### config.mk
export PLATFORM = sky130hd
export DESIGN_NAME = circular_queue_with_dump
export DESIGN_NICKNAME = d
export VERILOG_FILES = /design/src/rtl/cqd_pkg.sv /design/src/rtl/cqd_ctrl.sv /design/src/rtl/cqd_dp.sv /design/src/rtl/circular_queue_with_dump.sv
export VERILOG_INCLUDE_DIRS = /design/src /design/src/rtl
export SDC_FILE = /design/constraint.sdc
export NUM_CORES = 1
export LEC_CHECK = 0
export ABC_AREA = 1
export BUFFER_PORTS_ARGS = -buffer_cell sky130_fd_sc_hd__buf_2
export CAP_MARGIN = 20
export CORE_AREA = 4 4 193 148
export CTS_BUF_LIST = sky130_fd_sc_hd__clkbuf_16
export CTS_CLUSTER_SIZE = 16
export DETAILED_ROUTE_END_ITERATION = 10
export DIE_AREA = 0 0 197 152
export PLACE_DENSITY_LB_ADDON = 0.25
export SLEW_MARGIN = 25
export SYNTH_ARGS = -nofsm -noshare
export SYNTH_HDL_FRONTEND = slang
export SYNTH_SLANG_ARGS = --single-unit
### constraint.sdc
create_clock -name clk -period 7 [get_ports clk]
set_clock_uncertainty 0.1 [all_clocks]
set_input_delay 1.4 -clock clk [delete_from_list [all_inputs] [get_ports clk]]
set_output_delay 1.4 -clock clk [all_outputs]
set_load 0.005 [all_outputs]
### src/rtl/circular_queue_with_dump_macros.svh
// Assertion macros shared by the circular queue RTL.
`ifndef CIRCULAR_QUEUE_WITH_DUMP_MACROS_SVH
`define CIRCULAR_QUEUE_WITH_DUMP_MACROS_SVH

// Same-cycle implication, disabled while reset is high.
`define CQD_ASSERT_NOW(label, ante, cons, msg) \
  label: assert property (@(posedge clk) disable iff (rst) (ante) |-> (cons)) \
    else $error(msg);

// Delayed implication: the consequent is checked after the antecedent.
`define CQD_ASSERT_LATER2(label, ante, cons, msg) \
  label: assert property (@(posedge clk) disable iff (rst) (ante) |-> ##2 (cons)) \
    else $error(msg);

`endif

### src/rtl/cqd_pkg.sv
// Shared constants and controller/datapath interface types for the circular queue.
`default_nettype none

package cqd_pkg;

  localparam int DEPTH_DEF = 8;
  localparam int WORD_W    = 32;
  localparam int ACT_W     = 2;
  localparam int STAT_W    = 2;

  localparam logic [ACT_W-1:0] ACT_INSERT = 2'd0;
  localparam logic [ACT_W-1:0] ACT_DELETE = 2'd1;
  localparam logic [ACT_W-1:0] ACT_TRAV   = 2'd2;

  localparam logic [STAT_W-1:0] ST_OK        = 2'd0;
  localparam logic [STAT_W-1:0] ST_OVERFLOW  = 2'd1;
  localparam logic [STAT_W-1:0] ST_UNDERFLOW = 2'd2;
  localparam logic [STAT_W-1:0] ST_EMPTY     = 2'd3;

  // Commands from the controller to the datapath.
  typedef struct packed {
    logic latch;  // capture the accepted transaction
    logic exec;   // carry out one step of the held action
    logic load;   // move the step's result into the output register
  } cqd_cmd_t;

  // Status from the datapath back to the controller.
  typedef struct packed {
    logic noop;      // held action code has no meaning
    logic res_last;  // the pending result is the final one for this transaction
  } cqd_sts_t;

endpackage

`default_nettype wire

### src/rtl/cqd_ctrl.sv
// Controller state machine of the circular queue: sequencing and output valid.
`default_nettype none

module cqd_ctrl
  import cqd_pkg::*;
(
  input  wire logic     clk,
  input  wire logic     rst,
  input  wire logic     in_valid,
  output logic          in_ready,
  output logic          out_valid,
  input  wire logic     out_ready,
  input  wire cqd_sts_t sts,
  output cqd_cmd_t      cmd
);

  typedef enum logic [2:0] {
    S_IDLE = 3'b001,
    S_EXEC = 3'b010,
    S_LOAD = 3'b100
  } state_t;

  state_t state;
  state_t state_next;
  logic   out_valid_next;
  logic   slot_free;

  assign slot_free = !out_valid || out_ready;
  assign in_ready  = (state == S_IDLE);

  always_comb begin
    state_next     = state;
    cmd            = '0;
    out_valid_next = out_valid && !out_ready;
    unique case (state)
      S_IDLE: begin
        if (in_valid) begin
          cmd.latch  = 1'b1;
          state_next = S_EXEC;
        end
      end
      S_EXEC: begin
        cmd.exec   = 1'b1;
        state_next = sts.noop ? S_IDLE : S_LOAD;
      end
      S_LOAD: begin
        if (slot_free) begin
          cmd.load       = 1'b1;
          out_valid_next = 1'b1;
          state_next     = sts.res_last ? S_IDLE : S_EXEC;
        end
      end
      default: begin
        state_next = S_IDLE;
      end
    endcase
  end

  always_ff @(posedge clk) begin
    if (rst) begin
      state     <= S_IDLE;
      out_valid <= 1'b0;
    end else begin
      state     <= state_next;
      out_valid <= out_valid_next;
    end
  end

endmodule

`default_nettype wire

### src/rtl/cqd_dp.sv
// Datapath of the circular queue: slot memory, pointers, step logic and output register.
`default_nettype none

module cqd_dp
  import cqd_pkg::*;
#(
  parameter int DEPTH = DEPTH_DEF
) (
  input  wire logic                     clk,
  input  wire logic                     rst,
  input  wire cqd_cmd_t                 cmd,
  output cqd_sts_t                      sts,
  output logic [$clog2(DEPTH+1)-1:0]    fill_count,
  input  wire logic [ACT_W-1:0]         action,
  input  wire logic signed [WORD_W-1:0] value,
  output logic [STAT_W-1:0]             status,
  output logic signed [WORD_W-1:0]      data,
  output logic                          last
);

  localparam int IDX_W = (DEPTH > 1) ? $clog2(DEPTH) : 1;
  localparam int CNT_W = $clog2(DEPTH + 1);
  localparam logic [CNT_W:0]   DEPTH_S = (CNT_W + 1)'(DEPTH);
  localparam logic [CNT_W-1:0] FULL_C  = CNT_W'(DEPTH);

  logic signed [WORD_W-1:0] slots [DEPTH];
  logic signed [WORD_W-1:0] rd_data;

  logic [ACT_W-1:0]         act_q;
  logic signed [WORD_W-1:0] value_q;
  logic [IDX_W-1:0]         head;
  logic [IDX_W-1:0]         head_next;
  logic [CNT_W-1:0]         fill_count_next;
  logic [IDX_W-1:0]         idx;
  logic [IDX_W-1:0]         idx_next;

  logic [STAT_W-1:0] res_status;
  logic [STAT_W-1:0] res_status_next;
  logic              res_last;
  logic              res_last_next;
  logic              res_use_rd;
  logic              res_use_rd_next;

  logic             wr_en;
  logic             rd_en;
  logic [IDX_W-1:0] tail_addr;
  logic [IDX_W-1:0] trav_addr;
  logic [IDX_W-1:0] head_inc;
  logic [IDX_W-1:0] rd_addr;
  logic             is_full;
  logic             is_empty;
  logic             trav_end;

  // Add two in-range offsets and wrap once round the ring.
  function automatic logic [IDX_W-1:0] wrap_add(input logic [IDX_W-1:0] base,
                                                input logic [CNT_W-1:0] off);
    logic [CNT_W:0] sum;
    sum = (CNT_W + 1)'(base) + (CNT_W + 1)'(off);
    if (sum >= DEPTH_S) begin
      sum = sum - DEPTH_S;
    end
    return sum[IDX_W-1:0];
  endfunction

  assign is_full   = (fill_count == FULL_C);
  assign is_empty  = (fill_count == '0);
  assign tail_addr = wrap_add(head, fill_count);
  assign trav_addr = wrap_add(head, CNT_W'(idx));
  assign head_inc  = wrap_add(head, CNT_W'(1));
  assign trav_end  = ((CNT_W'(idx) + CNT_W'(1)) == fill_count);

  assign sts.noop     = !(act_q == ACT_INSERT || act_q == ACT_DELETE || act_q == ACT_TRAV);
  assign sts.res_last = res_last;

  always_comb begin
    head_next       = head;
    fill_count_next = fill_count;
    idx_next        = idx;
    res_status_next = res_status;
    res_last_next   = res_last;
    res_use_rd_next = res_use_rd;
    wr_en           = 1'b0;
    rd_en           = 1'b0;
    rd_addr         = head;
    if (cmd.latch) begin
      idx_next = '0;
    end else if (cmd.exec) begin
      res_status_next = ST_OK;
      res_last_next   = 1'b1;
      res_use_rd_next = 1'b0;
      unique case (act_q)
        ACT_INSERT: begin
          if (is_full) begin
            res_status_next = ST_OVERFLOW;
          end else begin
            wr_en           = 1'b1;
            fill_count_next = fill_count + CNT_W'(1);
          end
        end
        ACT_DELETE: begin
          if (is_empty) begin
            res_status_next = ST_UNDERFLOW;
          end else begin
            rd_en           = 1'b1;
            res_use_rd_next = 1'b1;
            head_next       = head_inc;
            fill_count_next = fill_count - CNT_W'(1);
          end
        end
        ACT_TRAV: begin
          if (is_empty) begin
            res_status_next = ST_EMPTY;
          end else begin
            rd_en           = 1'b1;
            rd_addr         = trav_addr;
            res_use_rd_next = 1'b1;
            res_last_next   = trav_end;
            idx_next        = trav_end ? '0 : idx + IDX_W'(1);
          end
        end
        default: begin
        end
      endcase
    end
  end

  // Single-port slot memory with registered read data.
  always_ff @(posedge clk) begin
    if (wr_en) begin
      slots[tail_addr] <= value_q;
    end
    if (rd_en) begin
      rd_data <= slots[rd_addr];
    end
  end

  always_ff @(posedge clk) begin
    if (rst) begin
      head       <= '0;
      fill_count <= '0;
      idx        <= '0;
      res_last   <= 1'b1;
    end else begin
      head       <= head_next;
      fill_count <= fill_count_next;
      idx        <= idx_next;
      res_last   <= res_last_next;
    end
  end

  always_ff @(posedge clk) begin
    res_status <= res_status_next;
    res_use_rd <= res_use_rd_next;
    if (cmd.latch) begin
      act_q   <= action;
      value_q <= value;
    end
    if (cmd.load) begin
      status <= res_status;
      data   <= res_use_rd ? rd_data : '0;
      last   <= res_last;
    end
  end

endmodule

`default_nettype wire

### src/rtl/circular_queue_with_dump.sv
// A transaction is accepted only in S_IDLE, after the last one; it runs in S_EXEC and its result
// goes to the output register in S_LOAD once that register is free. Insert and delete make one
// such pass; a traverse makes one per stored word, each word through one registered read of the
// single-port memory. An undefined action code returns from S_EXEC to S_IDLE with no result.
// Reset (rst, synchronous, active high) empties the queue and clears head and valid flags.
`default_nettype none

module circular_queue_with_dump
  import cqd_pkg::*;
#(
  parameter int DEPTH = DEPTH_DEF
) (
  input  wire logic                     clk,
  input  wire logic                     rst,
  input  wire logic                     in_valid,
  output logic                          in_ready,
  input  wire logic [ACT_W-1:0]         action,
  input  wire logic signed [WORD_W-1:0] value,
  output logic                          out_valid,
  input  wire logic                     out_ready,
  output logic [STAT_W-1:0]             status,
  output logic signed [WORD_W-1:0]      data,
  output logic                          last
);

  `include "circular_queue_with_dump_macros.svh"

  localparam int CNT_W = $clog2(DEPTH + 1);

  // The controller only steps the datapath; all queue state lives in the datapath.
  cqd_cmd_t         cmd;
  cqd_sts_t         sts;
  logic [CNT_W-1:0] fill_count;

  // Each input transaction is captured, executed one step at a time (one step per
  // traversed word) and every step's result is moved into the output register once
  // that register is free. While a result is still held there, the next step and the
  // next input transaction may proceed, but the next result waits in S_LOAD for the receiver to take it.
  cqd_ctrl u_ctrl (
    .clk       (clk),
    .rst       (rst),
    .in_valid  (in_valid),
    .in_ready  (in_ready),
    .out_valid (out_valid),
    .out_ready (out_ready),
    .sts       (sts),
    .cmd       (cmd)
  );

  cqd_dp #(
    .DEPTH (DEPTH)
  ) u_dp (
    .clk        (clk),
    .rst        (rst),
    .cmd        (cmd),
    .sts        (sts),
    .fill_count (fill_count),
    .action     (action),
    .value      (value),
    .status     (status),
    .data       (data),
    .last       (last)
  );

  // The fill count can never pass the queue depth.
  `CQD_ASSERT_NOW(a_count_bound, 1'b1, fill_count <= CNT_W'(DEPTH), "fill count above depth")

  // An insert into a queue with room grows it by exactly one word.
  `CQD_ASSERT_LATER2(a_insert_grows,
    in_valid && in_ready && action == ACT_INSERT && fill_count != CNT_W'(DEPTH),
    fill_count == $past(fill_count, 2) + CNT_W'(1), "insert did not add one word")

  // A delete on an empty queue leaves it empty.
  `CQD_ASSERT_LATER2(a_underflow_keeps,
    in_valid && in_ready && action == ACT_DELETE && fill_count == '0,
    fill_count == '0, "underflowing delete changed the fill count")

endmodule

`default_nettype wire
==> run summary, run 1 <==
The run finished with clean final reports. The effective utilization at floorplan came out at 59.0%. In this run switching power makes up a little over a fifth of total power. In the post-synthesis netlist, the cell with the most instances is nand2_1. The max-cap check violation count came out at 0. The largest net degree at the start of global routing is 66. The horizontal die dimension is just under 200 um. The sum of met2 wire segment lengths after detailed routing is 16000 um. The net count of the finished layout is roughly 1500. The overall via count from detail_route came out at between 9000 and 10000.

In the final routed layout, each cell accounts on average for about 18 um. Timing would allow up to 0.268 GHz. The part of the Yosys area used for sequential elements is 70.6%. The synthesized netlist net count came out at 1441. The number of clock sinks seen by CTS is 375. The combinational share of power is about 4.4%. The number of max-slew violations in the final report came out at 0. The first-pass iteration count of the detailed router is 6.

The worst reg-to-reg setup slack came out at 3270 ps. The number of flops mapped to enable cells by yosys came out at 360. The post-CTS clock slew at the launch and capture registers of the worst setup and hold paths is ~60 ps. The endpoint identified for the worst register-to-register timing path is u_dp.rd_data[15]. The number of flip-flops and latches in the synthesized netlist came out at 375. The number of hold buffers added after cts came out at 0.

STA classifies the critical path endpoint as a flip-flop. The maximum vdd ir drop is 0.000176 V. The count of mapped cells out of synthesis came out at roughly 1400. The overall die area is 29900 um^2. The critical path is of the reg2reg type. The detailed-routing wirelength on met1 is 14300 um.

The mean area per synthesized cell is ~11 um^2. The count of final setup violators is 0. The worst setup path startpoint is u_dp.act_q[0]. For this design the top-level I/O count stands at 75. The final sum of negative setup slack came out at 0 ps.

In this run the number of H-tree levels came out at 2. Sequential cells account for 56.2% of the total power. The area growth from synthesis to layout came out at 12.5%. The post-cts resize count came out at 0.

The data arrival at the endpoint of the critical path is 4020 ps. The number of diodes added for antenna fixing came out at 0. Once detail routing completed, the nets flagged for antenna violations numbered 0. In this run the worst setup path terminates at u_dp.rd_data[15]. The netlist uses 29 different library cells. After clock tree synthesis, the setup repair step added 0 buffers. The core area is 26700 um^2. The required time of the worst setup path came out at 7290 ps. The count of input and output buffers is 74. The fraction of synthesis flops using an asynchronous set or reset pin is 0%. Setup repair after global routing left no endpoint under its margin. The total grt overflow is 0. Sorting the synthesized cells by area gives the leading types as edfxtp_1, nand2_1, inv_1. Dividing the final minimum period by the clock period gives 53.2%. The number of global-route vias before repair came to 9874. The insertion delay to the later sink of the worst-skew pair came out at 520 ps. The routed design uses 2120 um of met3 wire. The areal power density over the cells is 271 nW/um^2. The fraction of final layout cells with drive strength greater than 1 is 11.5%. The first routing iteration left about 1100 violations. The buffer type at the clock tree root is clkbuf_16. The placer's final routability congestion estimate came out at 0.789. The number of antenna violations at the first check in global routing came out at 0.

In the routed layout, each cell is associated on average with a via count of 5.34. Counting cells, the worst reg-to-reg path comes to 12. The worst hold path belongs to the class reg2reg. The overall track demand over capacity in global routing came out at about 22%. Summing every instance area after synthesis gives 15700 um^2. The number of endpoints with negative hold slack in the final report came to 0.

The maximum net fanout on the critical path is 65. The clock network fraction of design power came out at 39.4%. The final HPWL from detailed placement is between 15000 and 20000 um. Summed over all instances, the cell type with the most area after synthesis is edfxtp_1. The worst setup path is launched from a flip-flop. Before CTS, the worst setup slack after placement is approximately 3400 ps.

In this run the deepest clock path goes through 3 buffers. Sorting the synthesized cells by how often they occur yields nand2_1, edfxtp_1, inv_1. The number of rows in the core area came out at 52.

The cell internal power dissipation is 0.00376 W. The height of the die is 152 um. The top cell type by area accounts for 68.7% of the synthesized area. After layout, the minimum clock period comes to 3730 ps. The worst slew margin relative to its limit came out at between 40% and 50%. The number of synthesis warnings came out at 0.

The sum of internal, switching and leakage power is 0.00481 W. The first global-routing pass estimated between 50000 and 60000 um of wire. The CTS tree is done. The number of buffers inserted during clock tree synthesis is 37. Routed signal wires occupy layers up through met4. After layout, the worst setup slack is approximately 3300 ps.

The post-route worst hold slack came out at between 300 and 400 ps. For the pin with the worst max-slew slack, the measured transition is 852 ps. For this design the total switching power over the nets is 0.00105 W. In this run the critical register-to-register path is launched from u_dp.act_q[0]. The detailed-route DRC error count came out at 0.

The analysis attributes to cell leakage a power of about 7.5 nW. The final wirelength came out at between 30000 and 40000 um. The most used flip-flop cell after synthesis is edfxtp_1.
==> layer usage <==
metal	up-vias	track usage [%]
li1	4703	-
met5	-	0
met2	352	35.8
met1	4725	31.9
met4	0	6.90
met3	67	3.25
==> cell usage in the layout (no fill, tap or decap), types with 5 or more instances in the layout <==
master     netlist  layout
clkinv_1         0       9
nand2_2          4       5
clkbuf_16        0      39
clkinv_2         0       6
nand3b_1        64      64
dfxtp_1         15      15
xor2_1           7       7
nand3_1        170     169
buf_2           44      74
nor2_4           1      10
a21oi_1         15      14
nor2_1          23      14
ha_1            10      10
edfxtp_1       360     360
inv_1          252     259
buf_4            4      19
o21ai_0          8       8
nand2_1        381     380
==> cell families after synthesis <==
family / count (synthesis) / share of synthesized area, %
adders and majority gates: 13 / 1.18
DFF: 375 / 70.6
and+or+nand+nor: 653 / 18.8
AOI/OAI and AO/OA: 26 / 0.922
xor gates and xnor gates: 11 / 0.660
buffers and inverters: 312 / 7.93
==> state kept, by name, summed over array words and instances, names as in the netlist, 2 cells and up <==
| signal | count |
|---|---|
| u_ctrl.state | 3 |
| u_dp.head | 3 |
| u_dp.res_status | 2 |
| u_dp.status | 2 |
| u_dp.data | 32 |
| u_dp.slots | 256 |
| u_dp.act_q | 2 |
| u_dp.value_q | 32 |
| u_dp.fill_count | 4 |
| u_dp.idx | 3 |
| u_dp.rd_data | 32 |
==> worst max-delay path, cell delays in order (launching register included) <==
cell and delay, ps:
edfxtp_1 430, inv_1 110, ha_1 240, nand3_4 170, nand2_2 90, buf_4 580
nand2_2 720, buf_4 580, nand2_1 160, nand3_1 100, nand2_1 110, nand2_1 50
nand2_1 90
==> layout make-up <==
cell class | count | area, um^2
sequential | 375 | 11100
clock inverter | 27 | 178
multi-input combinational | 703 | 3480
inverter | 255 | 957
tap | 351 | 439
fill | 1952 | 8970
clock buffer | 39 | 976
timing repair buffer | 95 | 568
==> power by group through the flow <==
stage               sequential [W]  clock (W)  combinational, W
global route               0.00271    0.00202          0.000235
finish                     0.00270    0.00189          0.000209
CTS                        0.00270    0.00192          0.000212
floorplan                  0.00271          0          0.000126
detailed placement         0.00275          0          0.000211
global placement           0.00274          0          0.000204
==> how the worst min path moves through the flow <==
stage	startpoint	to	slack (ps)	depth (start not counted)
global placement	u_dp.res_status[0]	u_dp.status[0]	310	0
global route	u_dp.res_status[1]	u_dp.status[1]	340	0
floorplan	u_dp.res_status[0]	u_dp.status[0]	300	0
CTS	u_dp.res_status[1]	u_dp.status[1]	340	0
finish	u_dp.res_status[0]	u_dp.status[0]	340	0
detailed placement	u_dp.res_status[1]	u_dp.status[1]	320	0
==> through the flow <==
| stage | util, % | instances | cell area [um^2] |
|---|---|---|---|
| floorplan | - | 1390 | 15700 |
| detailed placement | 62.1 | 1779 | 16600 |
| global route | 66.4 | 1845 | 17700 |
| global placement | 61.8 | 1777 | 16500 |
| finish | 66.4 | 1845 | 17700 |
| CTS | 66.4 | 1845 | 17700 |
Power figures use the tool's default switching activity.
==> inputs of run 2 (changes only) <==
ABC_AREA = 0   (was 1)
CORE_AREA = 4 4 191 146   (was 4 4 193 148)
DIE_AREA = 0 0 195 150   (was 0 0 197 152)
clock period = 3.5 ns   (was 7 ns; I/O delays follow)
==> run summary, run 2 <==
The setup path with the least slack is of type reg2reg. The number of flops mapped to enable cells by yosys is 360. Clock-pin slew was measured on the worst setup and hold paths at 60 ps.

The final HPWL from detailed placement is 17100 um. The average wire length per cell after detail routing came out at 23.7 um. The number of antenna violations at the first check in global routing came to 0.

The mean area per synthesized cell came out at 17.8 um^2. The startpoint identified for the worst hold timing path is value[22]. The largest net degree at the start of global routing came out at 73. The overall die area is between 20000 and 30000 um^2. The first-pass iteration count of the detailed router came out at 5. In this run the critical register-to-register path is launched from u_dp.idx[0]. For the pin with the worst max-slew slack, the measured transition is 710 ps. The met1 track demand over resource in global routing came out at a little under a third.

The number of hold buffers added after cts came out at 0. The core area came out at 25900 um^2. The maximum net fanout on the critical path came out at 22.

The first-pass GRT wire length came out at 48300 um. In this run the static leakage power is about 5.6 nW. The synthesized design contains 375 register bits. The clock passes through at most 3 buffers. The DRC violation total after the first TritonRoute iteration is ~740.

u_dp.slots holds more flip-flops than any other register. Global routing finished with a remaining overflow of 0. The post-route worst hold slack is 259 ps. TritonCTS built the clock tree. The combined area of all synthesized cells is roughly 15000 um^2. The number of clock sinks seen by CTS came out at roughly 380.

The final sum of negative setup slack is 0 ps. The number of global-route vias before repair is 8114. The number of buffers inserted during clock tree synthesis came out at 36. Clock tree synthesis selected as its root buffer the cell clkbuf_16. The number of diodes added for antenna fixing is 0.

The overall via count from detail_route came out at 8100. The slowest stage of the critical path is the o21ai_4 cell. Timing would allow up to 0.301 GHz. The buffers inserted during post-CTS setup optimization came out at 0. The worst setup path is captured at a flip-flop. The max-cap check violation count came out at 0. The largest total area in the synthesized netlist belongs to edfxtp_1.

The post-cts resize count came out at 0. The fraction of final layout cells with drive strength greater than 1 is 29.3%. The count of mapped cells out of synthesis came out at 865. The post-layout net count is 999. Ranked by instance count, the synthesized netlist is headed by edfxtp_1, and3_1, a221oi_2.

The flip-flop count of the largest register after layout is roughly 260. The minimum clock period is 3330 ps. Leaving out fill and tap cells, the most frequent cell in the layout is edfxtp_1.

The count of nets left with antenna violations after detail routing came out at 0. The count of buffering cells on the critical path with inverters included came out at 3. The path class of the tightest hold or removal check is in2reg. In this run the number of H-tree levels came out at 2. In the synthesized netlist the async set-or-reset flop fraction comes to 0%. Dividing the detail-routed via count by the number of cells gives 6.16.

Setup repair after global routing left no endpoint under its margin. The signal on the critical path passes through ha_1 -> inv_1 -> fa_1 -> xnor2_1 -> nor4_1 -> buf_4 -> o21ai_4 -> buf_12 -> a221oi_2 -> a2111oi_2. Global routing used 33.7% of the available met2 tracks. The worst slew margin relative to its limit is 52.7%.

The top cell types in the final layout, fill and taps aside, are edfxtp_1, and3_1, buf_2, a221oi_2, clkbuf_16. The area growth from synthesis to layout is 12.6%. Sequential cells were found to cover 72.0% of the synthesized design area. The data arrival at the endpoint of the critical path came out at 3530 ps.

By area the synthesized netlist is led by edfxtp_1, a221oi_2, and3_1. The number of max-slew violations in the final report was 0. Global routing used 21.5% of the available tracks.

Among all flip-flop cells after synthesis, the most frequent one is edfxtp_1. The critical path starts at u_dp.idx[0]. The dominant cell by count in the synthesized netlist is edfxtp_1. The number of rows in the core area came out at 51.

After detailed routing, the total wire length is 31200 um. The post-route fraction of the period consumed by the critical path is 95.1%. The horizontal die dimension is 195 um.

In this run the most used layer during global routing was met2. In this run, distinct cell masters in the synthesized netlist total 65. The total I/O pin count is 75. The maximum vdd ir drop came out at 0.000413 V.

When the netlist entered floorplanning its net count stood at between 900 and 1000. The delay of the slowest cell on the worst path is 520 ps. The number of endpoints with negative hold slack in the final report is 0. The area fraction of the dominant cell type after synthesis came out at 70.0%. The count of input and output buffers came out at 74. The required time of the worst setup path is 3710 ps. STA classifies the critical path startpoint as a flip-flop. Measured along the y axis, the die boundary spans roughly 150 um.

The count of final setup violators came out at 0. Once the floorplan was initialized, standard cells occupied 59.6% of the core. Global routing consumed, on the met3 layer, 3.62% of the routing resources. The run finished with clean final reports. The areal power density over the cells is 505 nW/um^2.

In this design, the largest share of critical-path delay is due to compound AO/OA/AOI/OAI gates. The detailed-route DRC error count came out at 0. Routability-driven placement finished with a final weighted congestion of 0.766. During synthesis, Yosys emitted a total of 0 warnings. The insertion delay to the later sink of the worst-skew pair came out at approximately 510 ps.
-- run 2: worst register-to-register path, cell delays in order (launching register included) --
cell and delay [ps]:
dfxtp_1 410, ha_1 170, inv_1 50, fa_1 470, xnor2_1 300, nor4_1 120
buf_4 190, o21ai_4 520, buf_12 300, a221oi_2 100, a2111oi_2 390
-- run 2: path summary, 6_finish.rpt --
kind	cells after the start	slack (ps)	end
worst max register to register	10	170	u_dp.rd_data[12]
worst max-delay path	10	170	u_dp.rd_data[12]
worst min register to register	0	330	u_dp.status[1]
worst min-delay path	1	260	u_dp.value_q[22]
-- run 2: per-stage QoR --
step                      cells  util [%]  setup slack (ps)  total power, W  cell area, um^2
after floorplan             865         -              -650         0.00514            15400
after global placement     1254      62.8               391         0.00520            16300
after detailed placement   1254      62.8               254         0.00520            16300
after CTS                  1316      67.1               209         0.00885            17400
after global routing       1316      67.1              31.7         0.00907            17400
final                      1316      67.1               172         0.00878            17400
-- run 2: kinds of logic after synthesis --
family / after synthesis / synth area share [%]
xor+xnor: 13 / 0.738
buf+inv: 76 / 3.42
simple gates: 198 / 8.06
flops: 375 / 72.0
fa+ha+maj: 13 / 1.20
compound gates: 153 / 12.2
mux: 37 / 2.40
-- run 2: routing by layer --
| metal | up-vias | routed length (um) |
|---|---|---|
| li1 | 3713 | - |
| met1 | 4071 | 13900 |
| met2 | 268 | 14900 |
| met3 | 48 | 1840 |
| met4 | 0 | 575 |
| met5 | - | 0 |
-- run 2: area by class of cell --
class                   count  area (um^2)
clock buffers              38          951
clock inverters            24          170
fillers                  1791         8520
inverters                  11         41.3
multi-input cells         414         3910
flip-flops and latches    375        11100
well taps                 344          430
repair buffers            110          766
-- run 2: where the power goes --
| part | leakage (nW) | switching [W] | total, W | internal, W |
|---|---|---|---|---|
| clock network | 0.556 | 0.00156 | 0.00367 | 0.00211 |
| logic | 1.66 | 0.0000532 | 0.0000911 | 0.0000379 |
| registers | 3.38 | 0.0000609 | 0.00502 | 0.00496 |
